<file path="src/hdl/tmst_pkg.sv">
`timescale 1ns / 1ps
`default_nettype none
// ----------------------------------------------------------------------------
// tmst_pkg
// Shared types, command and error codes and beat layouts for the message
// slot table.
// ----------------------------------------------------------------------------
package tmst_pkg;

    localparam int NUM_SLOTS_DEF = 16;

    localparam int CMD_W   = 4;
    localparam int ID_W    = 5;
    localparam int TAG_W   = 8;
    localparam int DATE_W  = 32;
    localparam int SIZE_W  = 16;
    localparam int STATE_W = 3;
    localparam int ERR_W   = 2;

    // Input beat layout, lowest bit first.
    localparam int IN_CMD_LO   = 0;
    localparam int IN_ID_LO    = IN_CMD_LO + CMD_W;
    localparam int IN_TAG_LO   = IN_ID_LO + ID_W;
    localparam int IN_CDATE_LO = IN_TAG_LO + TAG_W;
    localparam int IN_ADATE_LO = IN_CDATE_LO + DATE_W;
    localparam int IN_SIZE_LO  = IN_ADATE_LO + DATE_W;
    localparam int IN_STATE_LO = IN_SIZE_LO + SIZE_W;
    localparam int IN_THR_LO   = IN_STATE_LO + STATE_W;
    localparam int IN_USED_W   = IN_THR_LO + DATE_W;
    localparam int IN_TDATA_W  = ((IN_USED_W + 7) / 8) * 8;

    // Output beat layout, lowest bit first.
    localparam int OUT_ERR_LO   = 0;
    localparam int OUT_ID_LO    = OUT_ERR_LO + ERR_W;
    localparam int OUT_TAG_LO   = OUT_ID_LO + ID_W;
    localparam int OUT_CDATE_LO = OUT_TAG_LO + TAG_W;
    localparam int OUT_ADATE_LO = OUT_CDATE_LO + DATE_W;
    localparam int OUT_SIZE_LO  = OUT_ADATE_LO + DATE_W;
    localparam int OUT_STATE_LO = OUT_SIZE_LO + SIZE_W;
    localparam int OUT_FREE_LO  = OUT_STATE_LO + STATE_W;
    localparam int OUT_USED_W   = OUT_FREE_LO + ID_W;
    localparam int OUT_TDATA_W  = ((OUT_USED_W + 7) / 8) * 8;

    localparam logic [CMD_W-1:0] CMD_INSERT          = 4'd0;
    localparam logic [CMD_W-1:0] CMD_GET             = 4'd1;
    localparam logic [CMD_W-1:0] CMD_CLEAR           = 4'd2;
    localparam logic [CMD_W-1:0] CMD_CLEAR_TAG       = 4'd3;
    localparam logic [CMD_W-1:0] CMD_CLEAR_ALL       = 4'd4;
    localparam logic [CMD_W-1:0] CMD_OLDEST          = 4'd5;
    localparam logic [CMD_W-1:0] CMD_YOUNGEST        = 4'd6;
    localparam logic [CMD_W-1:0] CMD_YOUNGEST_BEFORE = 4'd7;
    localparam logic [CMD_W-1:0] CMD_SET_STATUS      = 4'd8;
    localparam logic [CMD_W-1:0] CMD_SET_ACK         = 4'd9;

    localparam logic [ERR_W-1:0] ERR_OK          = 2'd0;
    localparam logic [ERR_W-1:0] ERR_FULL        = 2'd1;
    localparam logic [ERR_W-1:0] ERR_NOT_FOUND   = 2'd2;
    localparam logic [ERR_W-1:0] ERR_NONE_FILLED = 2'd3;

    localparam logic [STATE_W-1:0] STATUS_WAIT_TX = 3'd1;

    localparam logic [DATE_W-1:0] EPOCH_MAX = 32'hFFFF_FFFF;
    localparam logic [DATE_W-1:0] EPOCH_MIN = 32'h0000_0000;

    // Commands from the controller to the datapath.
    typedef struct packed {
        logic load;   // capture the accepted beat and reset the scan
        logic rd;     // read the slot under the scan pointer
        logic emit;   // load the result register
    } tmst_cmd_t;

    // Status from the datapath to the controller.
    typedef struct packed {
        logic last_idx;  // scan pointer is on the last slot
        logic out_free;  // result register can take a new beat
    } tmst_sts_t;

endpackage
`default_nettype wire

</file>
<file path="src/hdl/tmst_ctrl.sv">
`timescale 1ns / 1ps
`default_nettype none
// ----------------------------------------------------------------------------
// tmst_ctrl
// Command sequencer: accepts a beat, runs one scan over all slots, then
// hands the result to the output register.
// ----------------------------------------------------------------------------
module tmst_ctrl
(
    input  wire logic                clk,
    input  wire logic                rst_n,
    input  wire logic                in_valid,
    output logic                     in_ready,
    input  wire tmst_pkg::tmst_sts_t sts,
    output tmst_pkg::tmst_cmd_t      cmd
);
    import tmst_pkg::*;

    typedef enum logic [3:0] {
        S_IDLE  = 4'b0001,
        S_SCAN  = 4'b0010,
        S_FLUSH = 4'b0100,
        S_OUT   = 4'b1000
    } state_t;

    state_t state_reg;
    state_t state_next;

    always_comb
    begin
        state_next = state_reg;
        cmd        = '0;
        in_ready   = 1'b0;
        unique case (state_reg)
            S_IDLE:
            begin
                in_ready = 1'b1;
                if (in_valid)
                begin
                    cmd.load   = 1'b1;
                    state_next = S_SCAN;
                end
            end
            S_SCAN:
            begin
                cmd.rd = 1'b1;
                if (sts.last_idx)
                begin
                    state_next = S_FLUSH;
                end
            end
            S_FLUSH:
            begin
                // The last slot read is processed in this cycle.
                state_next = S_OUT;
            end
            S_OUT:
            begin
                if (sts.out_free)
                begin
                    cmd.emit   = 1'b1;
                    state_next = S_IDLE;
                end
            end
            default:
            begin
                state_next = S_IDLE;
            end
        endcase
    end

    always_ff @(posedge clk or negedge rst_n)
    begin
        if (!rst_n)
        begin
            state_reg <= S_IDLE;
        end
        else
        begin
            state_reg <= state_next;
        end
    end

endmodule
`default_nettype wire

</file>
<file path="src/hdl/tmst_dp.sv">
`timescale 1ns / 1ps
`default_nettype none
// ----------------------------------------------------------------------------
// tmst_dp
// Slot storage, scan pointer, per-slot command evaluation and result
// register.
// ----------------------------------------------------------------------------
module tmst_dp #(
    parameter int NUM_SLOTS = tmst_pkg::NUM_SLOTS_DEF
)
(
    input  wire logic                                clk,
    input  wire logic                                rst_n,
    input  wire tmst_pkg::tmst_cmd_t                 cmd,
    output tmst_pkg::tmst_sts_t                      sts,
    input  wire logic [tmst_pkg::IN_TDATA_W-1:0]     in_data,
    input  wire logic                                out_ready,
    output logic                                     out_valid,
    output logic [tmst_pkg::OUT_TDATA_W-1:0]         out_data
);
    import tmst_pkg::*;

    localparam int IW   = (NUM_SLOTS > 1) ? $clog2(NUM_SLOTS) : 1;
    localparam int CW   = $clog2(NUM_SLOTS + 1);
    localparam int CMPW = (IW + 1 > ID_W) ? IW + 1 : ID_W;

    // Captured command beat.
    logic [CMD_W-1:0]   cmd_reg;
    logic [ID_W-1:0]    id_reg;
    logic [TAG_W-1:0]   tag_reg;
    logic [DATE_W-1:0]  cdate_reg;
    logic [DATE_W-1:0]  adate_reg;
    logic [SIZE_W-1:0]  psize_reg;
    logic [STATE_W-1:0] st_reg;
    logic [DATE_W-1:0]  thr_reg;

    // Slot storage.
    logic [TAG_W-1:0]   mem_tag     [NUM_SLOTS];
    logic [DATE_W-1:0]  mem_created [NUM_SLOTS];
    logic [DATE_W-1:0]  mem_ack     [NUM_SLOTS];
    logic [SIZE_W-1:0]  mem_size    [NUM_SLOTS];
    logic [STATE_W-1:0] mem_status  [NUM_SLOTS];
    logic [NUM_SLOTS-1:0] valid_reg;
    logic [NUM_SLOTS-1:0] valid_next;
    logic [NUM_SLOTS-1:0] ackw_reg;
    logic [NUM_SLOTS-1:0] ackw_next;

    logic [TAG_W-1:0]   rd_tag_reg;
    logic [DATE_W-1:0]  rd_created_reg;
    logic [DATE_W-1:0]  rd_ack_reg;
    logic [SIZE_W-1:0]  rd_size_reg;
    logic [STATE_W-1:0] rd_status_reg;

    // Scan pipeline.
    logic [IW-1:0] idx_reg;
    logic [IW-1:0] idx_next;
    logic [IW-1:0] idx_d_reg;
    logic          pv_reg;

    // Running result.
    logic                found_reg;
    logic                found_next;
    logic [DATE_W-1:0]   best_reg;
    logic [DATE_W-1:0]   best_next;
    logic [CMPW-1:0]     res_id_reg;
    logic [TAG_W-1:0]    res_tag_reg;
    logic [DATE_W-1:0]   res_created_reg;
    logic [DATE_W-1:0]   res_ack_reg;
    logic [SIZE_W-1:0]   res_size_reg;
    logic [STATE_W-1:0]  res_state_reg;
    logic [CW-1:0]       free_reg;
    logic [CW-1:0]       free_next;

    logic                   out_valid_reg;
    logic [OUT_TDATA_W-1:0] out_data_reg;
    logic [OUT_TDATA_W-1:0] out_data_next;

    // Per-slot evaluation.
    logic            slot_v;
    logic [CMPW-1:0] slot_id;
    logic            id_match;
    logic            ins_we;
    logic            st_we;
    logic            ack_we;
    logic            clr;
    logic            cap_get;
    logic            cap_search;
    logic            hit;

    logic [CMPW-1:0] free_ext;
    logic            is_search;

    assign slot_v   = valid_reg[idx_d_reg];
    assign slot_id  = CMPW'(idx_d_reg) + CMPW'(1);
    assign id_match = (slot_id == CMPW'(id_reg));

    always_comb
    begin
        ins_we     = 1'b0;
        st_we      = 1'b0;
        ack_we     = 1'b0;
        clr        = 1'b0;
        cap_get    = 1'b0;
        cap_search = 1'b0;
        hit        = 1'b0;
        if (pv_reg)
        begin
            unique case (cmd_reg) inside
                CMD_INSERT:
                begin
                    ins_we = !found_reg && !slot_v;
                end
                CMD_GET:
                begin
                    cap_get = slot_v && id_match;
                end
                CMD_CLEAR:
                begin
                    clr = slot_v && id_match;
                end
                CMD_CLEAR_TAG:
                begin
                    clr = slot_v && (rd_tag_reg == tag_reg);
                end
                CMD_CLEAR_ALL:
                begin
                    clr = slot_v;
                end
                CMD_OLDEST, CMD_YOUNGEST, CMD_YOUNGEST_BEFORE:
                begin
                    if (cmd_reg == CMD_OLDEST)
                    begin
                        hit = rd_created_reg <= best_reg;
                    end
                    else if (cmd_reg == CMD_YOUNGEST)
                    begin
                        hit = rd_created_reg >= best_reg;
                    end
                    else
                    begin
                        hit = (rd_created_reg >= best_reg) && (rd_created_reg < thr_reg);
                    end
                    cap_search = slot_v && hit;
                end
                CMD_SET_STATUS:
                begin
                    st_we = slot_v && id_match;
                end
                CMD_SET_ACK:
                begin
                    ack_we = slot_v && id_match;
                end
                default:
                begin
                end
            endcase
        end
    end

    // Control-side next values.
    always_comb
    begin
        idx_next   = idx_reg;
        valid_next = valid_reg;
        ackw_next  = ackw_reg;
        found_next = found_reg;
        best_next  = best_reg;
        free_next  = free_reg;
        if (cmd.load)
        begin
            idx_next   = '0;
            found_next = 1'b0;
            best_next  = (in_data[IN_CMD_LO +: CMD_W] == CMD_OLDEST) ? EPOCH_MAX : EPOCH_MIN;
        end
        else if (cmd.rd)
        begin
            idx_next = idx_reg + IW'(1);
        end
        if (ins_we)
        begin
            valid_next[idx_d_reg] = 1'b1;
            free_next             = free_reg - CW'(1);
        end
        if (clr)
        begin
            valid_next[idx_d_reg] = 1'b0;
            free_next             = free_reg + CW'(1);
        end
        if (ack_we)
        begin
            ackw_next[idx_d_reg] = 1'b1;
        end
        if (ins_we || clr || cap_get || cap_search || st_we || ack_we)
        begin
            found_next = 1'b1;
        end
        if (cap_search)
        begin
            best_next = rd_created_reg;
        end
    end

    always_ff @(posedge clk or negedge rst_n)
    begin
        if (!rst_n)
        begin
            idx_reg       <= '0;
            pv_reg        <= 1'b0;
            valid_reg     <= '0;
            ackw_reg      <= '0;
            found_reg     <= 1'b0;
            free_reg      <= CW'(NUM_SLOTS);
            out_valid_reg <= 1'b0;
        end
        else
        begin
            idx_reg   <= idx_next;
            pv_reg    <= cmd.rd;
            valid_reg <= valid_next;
            ackw_reg  <= ackw_next;
            found_reg <= found_next;
            free_reg  <= free_next;
            if (cmd.emit)
            begin
                out_valid_reg <= 1'b1;
            end
            else if (out_ready)
            begin
                out_valid_reg <= 1'b0;
            end
        end
    end

    // Payload registers.
    always_ff @(posedge clk)
    begin
        if (cmd.load)
        begin
            cmd_reg   <= in_data[IN_CMD_LO +: CMD_W];
            id_reg    <= in_data[IN_ID_LO +: ID_W];
            tag_reg   <= in_data[IN_TAG_LO +: TAG_W];
            cdate_reg <= in_data[IN_CDATE_LO +: DATE_W];
            adate_reg <= in_data[IN_ADATE_LO +: DATE_W];
            psize_reg <= in_data[IN_SIZE_LO +: SIZE_W];
            st_reg    <= in_data[IN_STATE_LO +: STATE_W];
            thr_reg   <= in_data[IN_THR_LO +: DATE_W];
        end
        if (cmd.rd)
        begin
            idx_d_reg <= idx_reg;
        end
        best_reg <= best_next;
        if (ins_we || cap_search)
        begin
            res_id_reg <= slot_id;
        end
        if (cap_search)
        begin
            res_created_reg <= rd_created_reg;
        end
        if (cap_get)
        begin
            res_tag_reg     <= rd_tag_reg;
            res_created_reg <= rd_created_reg;
            // An acknowledge time never written since reset reads as zero.
            res_ack_reg     <= ackw_reg[idx_d_reg] ? rd_ack_reg : '0;
            res_size_reg    <= rd_size_reg;
            res_state_reg   <= rd_status_reg;
        end
        if (cmd.emit)
        begin
            out_data_reg <= out_data_next;
        end
    end

    // Slot memories: one write at the processed slot, one read at the pointer.
    always_ff @(posedge clk)
    begin
        if (ins_we)
        begin
            mem_tag[idx_d_reg]     <= tag_reg;
            mem_created[idx_d_reg] <= cdate_reg;
            mem_size[idx_d_reg]    <= psize_reg;
        end
        if (ins_we || st_we)
        begin
            mem_status[idx_d_reg] <= ins_we ? STATUS_WAIT_TX : st_reg;
        end
        if (ack_we)
        begin
            mem_ack[idx_d_reg] <= adate_reg;
        end
        if (cmd.rd)
        begin
            rd_tag_reg     <= mem_tag[idx_reg];
            rd_created_reg <= mem_created[idx_reg];
            rd_ack_reg     <= mem_ack[idx_reg];
            rd_size_reg    <= mem_size[idx_reg];
            rd_status_reg  <= mem_status[idx_reg];
        end
    end

    assign free_ext  = CMPW'(free_reg);
    assign is_search = (cmd_reg == CMD_OLDEST) || (cmd_reg == CMD_YOUNGEST)
                       || (cmd_reg == CMD_YOUNGEST_BEFORE);

    always_comb
    begin
        out_data_next = '0;
        unique case (cmd_reg) inside
            CMD_INSERT:
            begin
                out_data_next[OUT_ERR_LO +: ERR_W] = found_reg ? ERR_OK : ERR_FULL;
            end
            CMD_GET, CMD_CLEAR, CMD_SET_STATUS, CMD_SET_ACK:
            begin
                out_data_next[OUT_ERR_LO +: ERR_W] = found_reg ? ERR_OK : ERR_NOT_FOUND;
            end
            CMD_OLDEST, CMD_YOUNGEST, CMD_YOUNGEST_BEFORE:
            begin
                out_data_next[OUT_ERR_LO +: ERR_W] = found_reg ? ERR_OK : ERR_NONE_FILLED;
            end
            default:
            begin
                out_data_next[OUT_ERR_LO +: ERR_W] = ERR_OK;
            end
        endcase
        if (found_reg && ((cmd_reg == CMD_INSERT) || is_search))
        begin
            out_data_next[OUT_ID_LO +: ID_W] = res_id_reg[ID_W-1:0];
        end
        if (found_reg && ((cmd_reg == CMD_GET) || (cmd_reg == CMD_YOUNGEST_BEFORE)))
        begin
            out_data_next[OUT_CDATE_LO +: DATE_W] = res_created_reg;
        end
        if (found_reg && (cmd_reg == CMD_GET))
        begin
            out_data_next[OUT_TAG_LO +: TAG_W]     = res_tag_reg;
            out_data_next[OUT_ADATE_LO +: DATE_W]  = res_ack_reg;
            out_data_next[OUT_SIZE_LO +: SIZE_W]   = res_size_reg;
            out_data_next[OUT_STATE_LO +: STATE_W] = res_state_reg;
        end
        out_data_next[OUT_FREE_LO +: ID_W] = free_ext[ID_W-1:0];
    end

    assign sts.last_idx = (idx_reg == IW'(NUM_SLOTS - 1));
    assign sts.out_free = !out_valid_reg || out_ready;
    assign out_valid    = out_valid_reg;
    assign out_data     = out_data_reg;

endmodule
`default_nettype wire

</file>
<file path="src/hdl/timestamped_message_slot_table_top.sv">
`timescale 1ns / 1ps
`default_nettype none
// ----------------------------------------------------------------------------
// timestamped_message_slot_table_top
// Table of message slots with insert, lookup, clear and age searches.
// ----------------------------------------------------------------------------
// Usage:
// One command beat enters on s_axis; one result beat leaves on m_axis for
// every command. Slot ids are the slot index plus one; id 0 names no slot.
// Every command is carried out by one pass over all NUM_SLOTS slots, reading
// one slot per cycle from the slot memories and updating it in the cycle
// after, so one shared compare unit serves all searches.
// After a command beat is accepted, the scan reads every slot, a flush step
// processes the last slot read, and the result is then loaded into the
// output register once it is free. A new command is taken only after that
// load; s_axis_tready is high only while no command is in flight.
// A finished result waits in the output register while m_axis_tready is low;
// the next command is still accepted and runs, and its result is loaded once
// the waiting beat has gone.
// Reset empties every slot and sets every acknowledge time to zero at once;
// the block is ready in the first cycle after reset.
// ----------------------------------------------------------------------------
module timestamped_message_slot_table_top #(
    parameter int NUM_SLOTS = tmst_pkg::NUM_SLOTS_DEF
)
(
    input  wire logic                            clk,
    input  wire logic                            rst_n,
    input  wire logic                            s_axis_tvalid,
    output logic                                 s_axis_tready,
    // command, slot_id, tag, created_date, ack_date, payload_size,
    // slot_state, threshold
    input  wire logic [tmst_pkg::IN_TDATA_W-1:0] s_axis_tdata,
    output logic                                 m_axis_tvalid,
    input  wire logic                            m_axis_tready,
    // error_code, out_slot_id, out_tag, out_created_date, out_ack_date,
    // out_payload_size, out_slot_state, free_count
    output logic [tmst_pkg::OUT_TDATA_W-1:0]     m_axis_tdata
);
    import tmst_pkg::*;

    tmst_cmd_t cmd;
    tmst_sts_t sts;

    tmst_ctrl u_ctrl
    (
        .clk      (clk),
        .rst_n    (rst_n),
        .in_valid (s_axis_tvalid),
        .in_ready (s_axis_tready),
        .sts      (sts),
        .cmd      (cmd)
    );

    tmst_dp #(
        .NUM_SLOTS (NUM_SLOTS)
    ) u_dp
    (
        .clk       (clk),
        .rst_n     (rst_n),
        .cmd       (cmd),
        .sts       (sts),
        .in_data   (s_axis_tdata),
        .out_ready (m_axis_tready),
        .out_valid (m_axis_tvalid),
        .out_data  (m_axis_tdata)
    );

    // Only one command is in flight at a time.
    assert property (@(posedge clk) disable iff (!rst_n)
        s_axis_tvalid && s_axis_tready |=> !s_axis_tready)
        else $error("command accepted while another is in flight");

    // A loaded result is presented in the next cycle.
    assert property (@(posedge clk) disable iff (!rst_n)
        cmd.emit |=> m_axis_tvalid)
        else $error("result register load not followed by a valid beat");

    // A failed search reports no slot.
    assert property (@(posedge clk) disable iff (!rst_n)
        m_axis_tvalid && (m_axis_tdata[OUT_ERR_LO +: ERR_W] == ERR_NONE_FILLED)
        |-> (m_axis_tdata[OUT_ID_LO +: ID_W] == '0))
        else $error("failed search reports a slot id");

    // A failed insert means the table is full.
    assert property (@(posedge clk) disable iff (!rst_n)
        m_axis_tvalid && (m_axis_tdata[OUT_ERR_LO +: ERR_W] == ERR_FULL)
        |-> (m_axis_tdata[OUT_FREE_LO +: ID_W] == '0))
        else $error("insert failed with free slots left");

endmodule
`default_nettype wire

</file>
<file path="config.mk">
export PLATFORM = sky130hd
export DESIGN_NAME = timestamped_message_slot_table_top
export DESIGN_NICKNAME = d
export VERILOG_FILES = /design/src/hdl/tmst_pkg.sv /design/src/hdl/tmst_ctrl.sv /design/src/hdl/tmst_dp.sv /design/src/hdl/timestamped_message_slot_table_top.sv
export SDC_FILE = /design/constraint.sdc
export NUM_CORES = 2
export LEC_CHECK = 0
export BUFFER_PORTS_ARGS = -buffer_cell sky130_fd_sc_hd__buf_2
export CAP_MARGIN = 20
export CORE_AREA = 3 3 375 340
export DETAILED_ROUTE_END_ITERATION = 12
export DIE_AREA = 0 0 378 343
export GPL_ROUTABILITY_DRIVEN = 0
export GPL_TIMING_DRIVEN = 0
export PLACE_DENSITY = 0.77
export SLEW_MARGIN = 10
export SYNTH_ARGS = -nofsm -noshare
export SYNTH_HDL_FRONTEND = slang
export SYNTH_HIERARCHICAL = 1
export SYNTH_SLANG_ARGS = --single-unit
</file>
<file path="constraint.sdc">
create_clock -name clk -period 17.44 [get_ports clk]
set_input_delay 3.488 -clock clk [delete_from_list [all_inputs] [get_ports clk]]
set_output_delay 3.488 -clock clk [all_outputs]
set_load 0.01 [all_outputs]
</file>
Word-level counts from Yosys, hierarchy flattened
Memories as Yosys holds them, arrays and structs flattened. A register that Yosys moved wholly into a read port is not among the register bits.
Index checks and enable logic that the tools add are counted.

word-level totals
  flip-flop bits (word level) = 415
  bits in writable memories = 1456
  output and inout bits = 106
  memories = 5

memory list
  memory            depth  bits a word  read ports  clocked after Yosys merged registers in  wr ports  line           RTL
  u_dp.mem_ack      16     32           1           1                                        1         tmst_dp.sv:40  logic [DATE_W-1:0] mem_ack [NUM_SLOTS];
  u_dp.mem_created  16     32           1           1                                        1         tmst_dp.sv:39  logic [DATE_W-1:0] mem_created [NUM_SLOTS];
  u_dp.mem_size     16     16           1           1                                        1         tmst_dp.sv:41  logic [SIZE_W-1:0] mem_size [NUM_SLOTS];
  u_dp.mem_tag      16     8            1           1                                        1         tmst_dp.sv:38  logic [TAG_W-1:0] mem_tag [NUM_SLOTS];
  u_dp.mem_status   16     3            1           1                                        1         tmst_dp.sv:42  logic [STATE_W-1:0] mem_status [NUM_SLOTS];

operators by class
  add/subtract/negate cells = 4
  magnitude comparators = 5
  equality and inequality tests = 20
  multiplexer cells = 58
  bitwise operators = 4
  reduce and logical (&&, ||, !) cells = 34

operators with widths
  cell                                           number
  two-way mux 32 bit                             5
  two-way mux 1 bit                              35
  >= comparator 32 bit                           1
  less-or-equal comparator 32 bit                1
  less-than comparator 32 bit                    1
  two-way mux 16 bit                             2
  bitwise OR 16 bit                              2
  == test 4 x 3 -> 1 bit, second input constant  6
  two-way mux 4 bit                              5
  bitwise AND 16 bit                             1
  == test 4 bit, second input constant           4
  inverter 16 bit                                1
  case mux 4 bit (4 select lines)                1
  == test 4 x 2 -> 1 bit, second input constant  3
  logical OR 1 bit                               12
  nonzero test 2 bit                             6
  two-way mux 5 bit                              2
  logical AND 1 bit                              9
  binary-select mux 1 bit (select 4 bit)         2
  == test 4 x 1 -> 1 bit, second input constant  2
  == test 8 bit                                  1
  inequality test 2 bit, second input constant   3
  case mux 2 bit (3 select lines)                1
  adder 4 x 1 -> 5 bit, second input constant    1
  15 further kinds                               18

Depth between registers and ports, before layout
  depth after elaboration = 13
  depth in mapped cells = 15
  depth with buffers taken out = 12

Hierarchy
Netlist, hierarchy kept.

modules (own cells, without submodules)
  module     times used  cells each  area each (sq um)  seq. area each (sq um)
  tmst_dp    1           3205        73919.6            58577.4
  tmst_ctrl  1           25          251.5              101.3

Worst setup path before layout
OpenSTA, ideal clock, no wires.

  path kind = input to register
  from = in s_axis_tvalid
  to = reg u_dp.best_reg[0] (enable)
  setup time = 0.392 ns
  arrival = 14.134 ns
  data required time = 17.048 ns
  setup slack = 2.913 ns
  stages on the path = 3
  cells stage by stage = nand3b_1 > nor3_1 > nand2b_1

RTL lines
  what                  line                                      RTL
  from (decl)           timestamped_message_slot_table_top.sv:29  input wire logic s_axis_tvalid,
  to (signal assigned)  tmst_dp.sv:252                            best_reg <= best_next;
  to (decl)             tmst_dp.sv:63                             logic [DATE_W-1:0] best_reg;

==> results.toml <==
[outcome]
status = "completed"

[routing]
drc = 0
first_pass_iters = 5
totalWireLength_mm = 196
route.detailed.wl_per_inst_um = 35.3
vias = 37500
routed_via_density = 6.74
first_iter_violations = 5875
postRouteAntennaNets = 0

[floorplan]
dieWidth_um = 378
start_util_pct = 59.6
core_area_um2 = 124000
die_h_um = 343
io-pin-count = 246
dieArea_um2 = 130000
rows = 123

[cells_and_area]
multi_input_area_um2 = 14700
final_cell_mix = "edfxtp_1 (1914), mux4_2 (465), buf_2 (251), clkbuf_16 (190), and2_1 (132)"
nNetsFinal = 4003
utilization_pct = 68.8
area_growth_pct = 15.3
ff_latch_area_um2 = 58700
final_common_cell = "edfxtp_1"
drive_above_1_share_pct = 29.0
reg_top3 = "u_dp/mem_ack x512, u_dp/mem_created x512, u_dp/mem_size x256"
fillerInstances = 7118

[clocking]
cts.sinks = 1962
cts.repair.resized = 0
cts_buffers = 185
clock_latency_ns = 0.80
htree_num_levels = 4
cts_tree = "built"
cts.reportedPaths.clkPinSlew_ns = 0.06
holdBufCountCts = 0
cts_setup_buffers = 0
cts_root_buf = "clkbuf_16"
cts_max_path_buffers = 3

[power_and_ir_drop]
power.share.clock_pct = 33.0
power_mw = 11.5
sw_frac_of_total_pct = 26.1
leakage_nw = 28.1
internal_power_mw = 8.52
power.switching_mw = 3.01
ir_drop_mv = 0.0936
combPwrFrac_pct = 16.4
p_seq_share_pct = 50.6
power.density_nw_per_um2 = 135

[min_path]
hold_class = "reg2reg"

[yosys]
yosys_warnings = 6
ys_ff_latch = 1962
syn_avg_cell_area_um2 = 23.0
yosysSeqAreaShare_pct = 79.1
synth_flop_cell = "edfxtp_1"
syn_area_um2 = 74200
synth_edf_count = 1914
syn-num-nets = 3442
synthCells = 3230
synthArstFlopShare_pct = 2.45
ys_types = 62

[setup_path]
startpoint = "s_axis_tvalid"
cp-end-kind = "register"
crit_fanout = 32
reg2reg_slack_ns = 12.64
cp.required_ns = 17.84
ff2ff_path_depth = 10
arrival_ns = 5.99
r2r_end = "u_dp/mem_ack[4][25]"
critical_path_class = "in2reg"
start_kind = "primary input"
r2r-start = "u_dp/idx_d_reg[2]"
crit_end = "u_dp/best_reg[25]"

[timing]
min_period_ns = 5.59
tightest_slew_ns = 1.33
fmax_ghz = 0.179
hold_violations = 0
setup_tns_ns = 0
slew_headroom_pct = 11.5
period_share_pct = 32.0
finClkSkew_ns = 0.0334
rsz0062_at_grt = "false"
drv_slew = 0
setup_violations = 0

[grt]
grt_max_degree = 74
grt_util_all_layers_pct = 30.2
grt_pass1_wl_mm = 273
antenna_found_initial = 15
grt_overflow = 0
grt_pass1_vias = 37700

[place]
port_buffers = 240
dpl.hpwl_mm = 113

[run]
maxCapViolations = 0
[worst min path at each step]
stage | startpoint | to | slack, ns | cells after the start
2_1_floorplan | u_dp/rd_size_reg[0] | u_dp/res_size_reg[0] | 0.40 | 0
3_3_place_gp | u_dp/rd_size_reg[6] | u_dp/res_size_reg[6] | 0.40 | 0
3_5_place_dp | u_dp/rd_size_reg[11] | u_dp/res_size_reg[11] | 0.40 | 0
4_1_cts | u_dp/rd_size_reg[13] | u_dp/res_size_reg[13] | 0.42 | 0
5_1_grt | u_dp/rd_status_reg[0] | u_dp/res_state_reg[0] | 0.43 | 0
6_report | u_dp/rd_size_reg[13] | u_dp/res_size_reg[13] | 0.42 | 0
[Yosys cell counts (3+ instances only)]
cell type / number / area share (%)
mux2i_1: 35 / 0.47
o22a_1: 15 / 0.18
nand2_1: 37 / 0.19
edfxtp_1: 1914 / 77
nor2b_1: 9 / 0.076
clkbuf_1: 89 / 0.45
o21bai_1: 17 / 0.17
buf_4: 3 / 0.030
buf_2: 9 / 0.061
nor3_1: 6 / 0.040
a21oi_1: 37 / 0.25
ha_1: 71 / 1.2
nor2_2: 3 / 0.025
nor2_1: 56 / 0.28
nand3_1: 11 / 0.074
nand4_1: 14 / 0.12
nand2b_1: 12 / 0.10
inv_1: 105 / 0.53
dfrtp_1: 46 / 1.6
nand3b_1: 4 / 0.040
and2_1: 132 / 1.1
a21o_1: 5 / 0.051
nor2_4: 10 / 0.15
o21ai_0: 15 / 0.10
and3_1: 5 / 0.042
mux4_2: 465 / 14
xnor2_1: 9 / 0.11
or4_1: 4 / 0.040
xor2_1: 13 / 0.15
buf_1: 38 / 0.19
buf_6: 4 / 0.061
[critical path, stage by stage]
cell and delay [ns]:
buf_2 0.08, nand3b_1 0.14, nor3_2 0.64, buf_6 0.25
buf_4 0.20, buf_4 0.20, buf_4 0.22, nand2b_2 0.74
[routing by layer]
layer  GRT usage [%]  part of all wire (%)  vias to the layer above
met5               0                0.0066                        -
met4            12.1                   4.4                        2
met3            7.79                    13                      546
met2            47.5                    49                     3174
met1            41.2                    34                    19300
li1                -                     -                    14500
[cell type report]
class	instances	share of cell area (%)
clock inverter	93	0.724
sequential	1962	68.6
timing repair buffer	374	4.15
antenna	4	0.0117
inverter	105	0.464
multi-input combinational	1020	17.2
clock buffer	234	5.81
tap	1625	2.38
buffer	143	0.699
[per-stage QoR]
step                area [µm²]  setup WS [ns]  cells  hold WS, ns
global route             85500          11.70   5556        0.426
CTS                      85200          11.88   5529        0.419
global placement         77400          -7.26   5095        0.401
floorplan                74200           2.91   3230        0.400
finish                   85500          11.85   5560        0.419
detailed placement       79600          11.05   5202        0.405
[power by group through the flow]
stage	registers (mW)	logic (mW)	clock network, mW
3_5_place_dp	5.91	1.78	0
4_1_cts	5.82	1.84	3.84
3_3_place_gp	5.95	1.68	0
6_report	5.83	1.89	3.81
5_1_grt	5.86	1.98	4.01
2_1_floorplan	5.82	1.18	0
[cell families after synthesis]
logic type                 share of synthesized area (%)
buffers and inverters                               1.33
AOI/OAI and AO/OA                                  0.972
other                                            0.00506
and+or+nand+nor                                     2.45
adders and majority gates                           1.22
muxes                                               14.6
xor gates and xnor gates                           0.290
DFF                                                 79.1
No activity file was read; power rests on OpenSTA's default activity.
